$ cat src/hw/rtl/drrip_pkg.sv
`timescale 1ns / 1ps
`default_nettype none
package drrip_pkg;

  localparam int NUM_SETS     = 2048;
  localparam int NUM_WAYS     = 16;
  localparam int LEADER_GROUP = 32;

  localparam int SET_W     = $clog2(NUM_SETS);
  localparam int WAY_W     = (NUM_WAYS > 1) ? $clog2(NUM_WAYS) : 1;
  localparam int ROW_W     = 2 * NUM_WAYS;
  localparam int SET_EXT_W = 18;
  localparam int WAY_EXT_W = 7;
  localparam int SEL_W     = 10;
  localparam int LINE_W    = 8;
  localparam int LINE_SHIFT = 6;

  typedef logic [1:0] rrpv_t;

  localparam rrpv_t RRPV_NEAR = 2'd0;
  localparam rrpv_t RRPV_LONG = 2'd2;
  localparam rrpv_t RRPV_MAX  = 2'd3;

  localparam logic [SEL_W-1:0] SEL_MAX  = 10'd1023;
  localparam logic [SEL_W-1:0] SEL_MID  = 10'd512;
  localparam logic [SEL_W-1:0] SEL_ZERO = 10'd0;

  localparam logic [ROW_W-1:0] ROW_RESET = {NUM_WAYS{RRPV_MAX}};

  localparam logic OP_VICTIM = 1'b0;
  localparam logic OP_UPDATE = 1'b1;

  typedef struct packed {
    logic              op;
    logic              in_range;
    logic              srrip_leader;
    logic              brrip_leader;
    logic [SET_W-1:0]  set;
    logic [3:0]        way;
    logic [63:0]       addr;
    logic              hit;
    logic [4:0]        draw;
  } req_t;

  typedef struct packed {
    logic [LINE_W-1:0] line_low;
    logic              addr_nz;
    logic [LINE_W-1:0] stride;
    logic [1:0]        score;
  } strm_ent_t;

  localparam strm_ent_t STRM_RESET = '{line_low: '0, addr_nz: 1'b0, stride: '0, score: 2'd0};

endpackage
`default_nettype wire

$ cat src/hw/rtl/drrip_set_logic.sv
`timescale 1ns / 1ps
`default_nettype none
module drrip_set_logic (
  input  wire drrip_pkg::req_t             req,
  input  wire logic [drrip_pkg::ROW_W-1:0] row_i,
  input  wire drrip_pkg::strm_ent_t        strm_i,
  input  wire logic [drrip_pkg::SEL_W-1:0] sel_i,
  output logic [drrip_pkg::ROW_W-1:0]      row_o,
  output drrip_pkg::strm_ent_t             strm_o,
  output logic [3:0]                       victim_o,
  output logic                             streaming_o,
  output logic [drrip_pkg::SEL_W-1:0]      sel_o
);
  import drrip_pkg::*;

  rrpv_t             vals [NUM_WAYS];
  rrpv_t             top;
  rrpv_t             add;
  rrpv_t             ins;
  logic [ROW_W-1:0]  aged_row;
  logic [ROW_W-1:0]  upd_row;
  logic [WAY_W-1:0]  victim_w;
  logic              any_hi;
  logic              any_lo;
  logic [LINE_W-1:0] line_now;
  logic [LINE_W-1:0] stride;
  logic              match;
  strm_ent_t         strm_upd;
  logic              streaming_upd;
  logic              srrip_pick;
  logic              way_ok;
  logic [SEL_W-1:0]  sel_upd;

  always_comb begin
    for (int w = 0; w < NUM_WAYS; w++) begin
      vals[w] = row_i[2*w +: 2];
    end
  end

  // largest value in the set, from the bit planes
  always_comb begin
    any_hi = 1'b0;
    any_lo = 1'b0;
    for (int w = 0; w < NUM_WAYS; w++) begin
      any_hi = any_hi | vals[w][1];
    end
    for (int w = 0; w < NUM_WAYS; w++) begin
      any_lo = any_lo | ((vals[w][1] == any_hi) & vals[w][0]);
    end
    top = {any_hi, any_lo};
    add = RRPV_MAX - top;
  end

  // aging brings the largest to three, so the victim is the first way at the maximum
  always_comb begin
    victim_w = '0;
    for (int w = NUM_WAYS - 1; w >= 0; w--) begin
      if (vals[w] == top) begin
        victim_w = WAY_W'(w);
      end
    end
    for (int w = 0; w < NUM_WAYS; w++) begin
      aged_row[2*w +: 2] = vals[w] + add;
    end
  end

  // stream detector
  always_comb begin
    line_now = req.addr[LINE_SHIFT +: LINE_W];
    stride   = strm_i.addr_nz ? (line_now - strm_i.line_low) : '0;
    match    = (stride != '0) && (stride == strm_i.stride);
    strm_upd.line_low = line_now;
    strm_upd.addr_nz  = (req.addr != 64'd0);
    if (match) begin
      strm_upd.stride = strm_i.stride;
      strm_upd.score  = (strm_i.score == 2'd3) ? 2'd3 : strm_i.score + 2'd1;
    end else begin
      strm_upd.stride = stride;
      strm_upd.score  = 2'd0;
    end
    streaming_upd = (strm_upd.score >= 2'd2);
  end

  // insertion value and row write
  always_comb begin
    if (req.srrip_leader) begin
      srrip_pick = 1'b1;
    end else if (req.brrip_leader) begin
      srrip_pick = 1'b0;
    end else begin
      srrip_pick = (sel_i >= SEL_MID);
    end
    if (req.hit) begin
      ins = RRPV_NEAR;
    end else if (streaming_upd) begin
      ins = RRPV_MAX;
    end else if (srrip_pick) begin
      ins = RRPV_LONG;
    end else begin
      ins = (req.draw == 5'd0) ? RRPV_LONG : RRPV_MAX;
    end
    way_ok = (WAY_EXT_W'(req.way) < WAY_EXT_W'(NUM_WAYS));
    for (int w = 0; w < NUM_WAYS; w++) begin
      upd_row[2*w +: 2] = (way_ok && (WAY_EXT_W'(req.way) == WAY_EXT_W'(w))) ? ins : vals[w];
    end
  end

  // dueling selector, saturating
  always_comb begin
    sel_upd = sel_i;
    if (req.hit) begin
      if (req.srrip_leader && (sel_i != SEL_MAX)) begin
        sel_upd = sel_i + SEL_W'(1);
      end else if (req.brrip_leader && (sel_i != SEL_ZERO)) begin
        sel_upd = sel_i - SEL_W'(1);
      end
    end
  end

  always_comb begin
    row_o       = row_i;
    strm_o      = strm_i;
    victim_o    = 4'd0;
    streaming_o = 1'b0;
    sel_o       = sel_i;
    if (req.in_range) begin
      if (req.op == OP_UPDATE) begin
        row_o       = upd_row;
        strm_o      = strm_upd;
        streaming_o = streaming_upd;
        sel_o       = sel_upd;
      end else begin
        row_o       = aged_row;
        victim_o    = 4'(victim_w);
        streaming_o = (strm_i.score >= 2'd2);
      end
    end
  end

endmodule
`default_nettype wire

$ cat config.mk
export PLATFORM = sky130hd
export DESIGN_NAME = drrip_set_logic
export DESIGN_NICKNAME = d
export VERILOG_FILES = /design/src/hw/rtl/drrip_pkg.sv /design/src/hw/rtl/drrip_set_logic.sv
export SDC_FILE = /design/constraint.sdc
export NUM_CORES = 1
export LEC_CHECK = 0
export BUFFER_PORTS_ARGS = -buffer_cell sky130_fd_sc_hd__buf_2
export CAP_MARGIN = 40
export CORE_MARGIN = 2
export CORE_UTILIZATION = 30
export DETAILED_ROUTE_END_ITERATION = 10
export PLACE_DENSITY_LB_ADDON = 0.15
export SLEW_MARGIN = 20
export SYNTH_ARGS = -nofsm -noshare
export SYNTH_HDL_FRONTEND = slang
export SYNTH_SLANG_ARGS = --single-unit
$ cat constraint.sdc
create_clock -name vclk -period 5.3
set_input_delay 0.265 -clock vclk [all_inputs]
set_output_delay 0.265 -clock vclk [all_outputs]
set_load 0.02 [all_outputs]
## After elaboration in Yosys (flattened, before gate mapping)

Index checks and enable logic that the tools add are counted.

- Add/subtract/negate cells: 21
- Magnitude comparators: 3
- Eq/ne operators: 50
- Muxes and demuxes: 54
- Bitwise gates (word level): 46
- Reductions and logical operators: 8

Operators by type and width:

| kind | number |
|---|---|
| 4-bit two-way mux | 18 |
| 32-bit two-way mux | 2 |
| 64-bit nonzero test | 1 |
| 10-bit two-way mux | 6 |
| 19-bit two-way mux | 2 |
| 2-bit two-way mux | 18 |
| 2-bit adder | 16 |
| 2-bit == test | 16 |
| 4-bit == test (second input constant) | 8 |
| 1-bit OR | 30 |
| 1-bit AND | 16 |
| 1-bit == test | 16 |
| 4-bit by 3-bit == test with 1-bit output (second input constant) | 4 |
| 10-bit by 1-bit adder with 10-bit output (second input constant) | 1 |
| 10-bit >= comparator (second input constant) | 1 |
| 10-bit inequality test (second input constant) | 1 |
| 10-bit nonzero test | 1 |
| 10-bit by 1-bit subtractor with 10-bit output (second input constant) | 1 |
| 4-bit by 2-bit == test with 1-bit output (second input constant) | 2 |
| 8-bit == test | 1 |
| 8-bit two-way mux | 1 |
| 8-bit nonzero test | 1 |
| 8-bit subtractor | 1 |
| 1-bit two-way mux | 7 |
| 8 further kinds | 11 |

- Bits in registers: 0
- Bits of input ports: 150
- Word-level logic and storage cells: 182

## Logic depth before layout (Yosys ltp)

- Depth in word-level cells: 51
- Gate-level depth with buffers: 14

## Worst setup path after synthesis

Ideal clock, no wire load.

- Path kind: input to output
- Start point: input port row_i[31] (netlist bit)
- End point: output port victim_o[3]
- Arrival: 4.118 ns
- Path slack: 0.917 ns
- Stages on the path: 11
- Cell sequence: clkbuf_1 > nor2_1 > or2_2 > o2bb2ai_1 > a221o_1 > nor4_1 > ha_1 > o21ai_0 > nand2_1 > nor3_1 > nor3b_1

- Cells in the longest elaborated chain, start to end: 37
- Elaborated cells between the ends (all ways): 82
- Classes of those cells: 32 x eq/ne; 18 x mux; 32 x bitwise

Ends and longest elaborated chain:

| item | RTL line | text |
|---|---|---|
| start: declaration | drrip_set_logic.sv:5 | `input wire logic [drrip_pkg::ROW_W-1:0] row_i,` |
| 1-bit OR | drrip_set_logic.sv:45 | `any_hi = any_hi \| vals[w][1];` |
| 1-bit == test | drrip_set_logic.sv:48 | `any_lo = any_lo \| ((vals[w][1] == any_hi) & vals[w][0]);` |
| 1-bit AND | drrip_set_logic.sv:48 |  |
| 1-bit OR (15 in series) | drrip_set_logic.sv:48 |  |
| 2-bit == test | drrip_set_logic.sv:58 | `if (vals[w] == top) begin` |
| 4-bit two-way mux (15 in series) | drrip_set_logic.sv:58 |  |
| 4-bit two-way mux * | drrip_set_logic.sv:58 |  |
| 4-bit two-way mux * | drrip_set_logic.sv:127 | `if (req.op == OP_UPDATE) begin` |
| 4-bit two-way mux * | drrip_set_logic.sv:126 | `if (req.in_range) begin` |
| end: declaration | drrip_set_logic.sv:10 | `output logic [3:0] victim_o,` |

Mark *: on every way between the ends. The rest lies on a longest branch, timed or not.

## Worst setup path in the final report

- Start point: input port row_i[3] (netlist bit)
- End point: output port victim_o[1]

- Cells in the longest elaborated chain, start to end: 51
- Elaborated cells between the ends (all ways): 96
- Classes of those cells: 32 x eq/ne; 18 x mux; 46 x bitwise

Ends and longest elaborated chain:

| item | RTL line |
|---|---|
| 1-bit OR (15 in series) | drrip_set_logic.sv:45 |
| 1-bit == test | drrip_set_logic.sv:48 |
| 1-bit AND | drrip_set_logic.sv:48 |
| 1-bit OR (15 in series) | drrip_set_logic.sv:48 |
| 2-bit == test | drrip_set_logic.sv:58 |
| 4-bit two-way mux (15 in series) | drrip_set_logic.sv:58 |
| 4-bit two-way mux * | drrip_set_logic.sv:58 |
| 4-bit two-way mux * | drrip_set_logic.sv:127 |
| 4-bit two-way mux * | drrip_set_logic.sv:126 |

Marked as above.

==> run summary <==
The share of the Yosys chip area taken by registers is 0%. The post-route netlist has 30.35% of its cells at a drive strength greater than 1. The path class of the tightest hold or removal check is primary input to output port. The total negative slack for setup checks was 0 ns.

The die height came out at 110.8 um. Die footprint: 12270 um2. The largest fanout of any net on the critical path is 22, and the floorplan row count is 38.

The logs give 0.1633 mW for the internal power and 100.0% for the combinational cell fraction of total power. Fill cells in the final layout number 1222. The final weighted congestion of routability-driven global placement is 0.9295, and the power density relative to cell area is 95.24 nW/um2. Instance count of the mapped netlist: 569. In the layout the commonest cells are 206 x sky130_fd_sc_hd__buf_2, 78 x sky130_fd_sc_hd__nand2_1, 59 x sky130_fd_sc_hd__a21oi_1, 52 x sky130_fd_sc_hd__nor2_1, 40 x sky130_fd_sc_hd__o21ai_0. The logs give 216 for the number of top-level design ports and 45 for the pin count of the biggest net entering global routing. For the pin with the worst max-slew slack, the measured transition is 0.7915 ns. The run gives 0 um2 as the area taken by flip-flops and latches. The routed design uses 6567 um of met2 wire. The tools report the number of vias in the routed layout as 5053. The flow ran to the end, and the final reports show no timing, DRC or antenna violations. In this run the tightest slew margin relative to its limit is 47.23%. The run gives 0 as the count of hold-fix buffers inserted at cts. The logs give 4.14 ns for the arrival time at the worst endpoint and 10980 um2 for the core region area.

The clock period could shrink to 4.404 ns. In the final routing, the length of wire on met1 measures 7305 um. The total of clock buffers placed in the layout was 0; the number of different library cells in the post-synthesis netlist was 65.

The sum of routed wire length over all layers was 14880 um. The worst setup path is launched from a primary input. The detailed route wirelength on metal3 was 876 um; the first-pass GRT wire length was 23920 um. The count of warnings emitted by yosys came out at 0. Tracing the worst setup path back leads to its startpoint at row_i[3]. Post-synth design cell area: 3420 um2. For this design the static power due to leakage is 2.082 nW. For the worst vdd rail ir drop, the log shows 0.00004886 V. The startpoint identified for the worst hold timing path is sel_i[5]. For the worst setup path, the data required time is 5.04 ns. After clock tree synthesis, the repair step resized 0 gates.

Detailed placement finished with a half-perimeter wire length of 11950 um. The tools report the final number of hold-violating endpoints as 0. The total number of sequential cells was 0; the antenna diode count was 0. The analysis attributes to net switching a power of 0.2692 mW.

The share of the synthesized area in the top cell type is 9.147%, and the total DRC errors in the routed layout is 0. From synthesis to final layout, the design area changed by 32.82%. The total setup violations reported at the end of the flow is 0.

The run gives 31.13% as the starting density of the core. The logs give 0.4326 mW for the post-layout total power and 22.73% for the combined global-route utilization of all metal layers. The number of antenna violations at the first check in global routing was 0; the post-route fraction of the period consumed by the critical path was 83.10%. By area the synthesized netlist is led by sky130_fd_sc_hd__ha_1 9.1%, sky130_fd_sc_hd__a21oi_1 8.6%, sky130_fd_sc_hd__nand2_1 8.6%, sky130_fd_sc_hd__o21ai_0 5.9%, sky130_fd_sc_hd__nor2_1 5.7%. The horizontal extent of the die is 110.8 um, and the violation count after the first detailed-route iteration is 394.

The routed length per placed instance is 16.76 um. In this run the remaining antenna-violating nets after routing total 0. In this run the post-CTS setup repair buffer count came out at 0.

Highest layer used for signal routing: met4. Net switching is 62.24% of the power. Per report_power, the clock group accounts for 0% of the total. A synthesized cell averages 6.010 um2. The tools report the number of global-route vias before repair as 4742. Setup repair after global routing left no endpoint under its margin.

sky130_fd_sc_hd__ha_1 takes more of the synthesized area than any other cell. The mean number of vias per cell is 5.690, and the net count after synthesis is 745. Port buffering added 205 buffers. The tools report the capturing element type of the critical path as an output port.

In the final layout, the multi-input gates occupy 3234 um2. The number of nets in the layout is 926, and the number of maximum-capacitance violations is 0. The run gives 0 as the number of slew-limit violations in the final report. Registers are responsible for 0% of the overall power.

The library cell used most frequently in the layout, excluding fill and tap cells, is sky130_fd_sc_hd__buf_2. For this run the aggregate overflow at the end of global routing stands at 0. The highest attainable clock frequency was 0.2270 GHz; the number of optimization iterations in the first detailed-route pass was 5.

By startpoint and endpoint, the worst setup path is classified as primary input to output port.
## critical path: stages
cell and delay [ns]:
sky130_fd_sc_hd__buf_2 0.12, sky130_fd_sc_hd__nor4_1 0.55, sky130_fd_sc_hd__nand4_1 0.32, sky130_fd_sc_hd__nor2_1 0.21
sky130_fd_sc_hd__buf_4 0.26, sky130_fd_sc_hd__nor2_1 0.10, sky130_fd_sc_hd__o2bb2ai_1 0.27, sky130_fd_sc_hd__a221o_1 0.18
sky130_fd_sc_hd__nor4_2 0.09, sky130_fd_sc_hd__buf_2 0.18, sky130_fd_sc_hd__buf_4 0.19, sky130_fd_sc_hd__ha_1 0.31
sky130_fd_sc_hd__o21ai_0 0.15, sky130_fd_sc_hd__a221oi_1 0.33, sky130_fd_sc_hd__o21ai_0 0.19, sky130_fd_sc_hd__a21oi_1 0.22
sky130_fd_sc_hd__buf_2 0.19
## power by group through the flow
stage | logic (mW) | registers [mW] | clock network [mW]
floorplan | 0.267 | 0 | 0
global placement | 0.422 | 0 | 0
detailed placement | 0.429 | 0 | 0
CTS | 0.431 | 0 | 0
global route | 0.474 | 0 | 0
finish | 0.433 | 0 | 0
## worst paths after layout
path                           to  cells after the start
worst max-delay path  victim_o[1]                     17
worst min-delay path     sel_o[5]                      3
## logic make-up (layout without fill, tap and decap cells)
logic type	Yosys count	count (layout)	synth area share, %
and+or+nand+nor	241	241	34.58
adders and majority gates	26	26	9.733
xor gates and xnor gates	29	29	7.428
buffers and inverters	50	229	5.598
muxes	11	11	3.330
AOI/OAI and AO/OA	212	212	39.33
## Yosys cell counts (all sizes together), types with 3 or more instances
master	instances
xor2	15
nor3	12
a221oi	4
nor2b	8
or3	5
o211ai	5
nor4	25
nand3b	6
clkbuf	28
o21ai	58
a21o	5
or2	5
a21boi	13
o21a	4
a211oi	5
o221ai	3
a31oi	3
nand3	21
o31ai	4
o22ai	26
inv	19
ha	25
nor2	52
nand2	78
mux2i	8
nand4	12
o311ai	4
buf	3
o21bai	3
xnor2	14
a21oi	61
mux2	3
nand2b	5
## layout make-up
cell class / count / share of cell area (%)
inverters: 19 / 1.570
multi-input cells: 519 / 71.21
well taps: 140 / 3.857
repair buffers: 210 / 23.36
## through the flow
| step | utilization, % | cells | cell area (um2) | setup WS (ns) | hold slack [ns] |
|---|---|---|---|---|---|
| 3_3_place_gp | 41.31 | 887 | 4537 | 0.9118 | 0.8644 |
| 5_1_grt | 41.35 | 888 | 4542 | 0.5842 | 0.8865 |
| 3_5_place_dp | 41.35 | 888 | 4542 | 1.076 | 0.8720 |
| 4_1_cts | 41.35 | 888 | 4542 | 1.064 | 0.8720 |
| 6_report | 41.35 | 888 | 4542 | 0.8955 | 0.8663 |
| 2_1_floorplan | - | 569 | 3420 | 0.9169 | 0.6586 |
## per-layer routing
layer,track usage (%),up-vias
li1,-,2511
met1,33.87,2351
met2,36.77,179
met3,1.914,12
met4,2.167,0
met5,0,-
(Power assumes the default switching activity.)
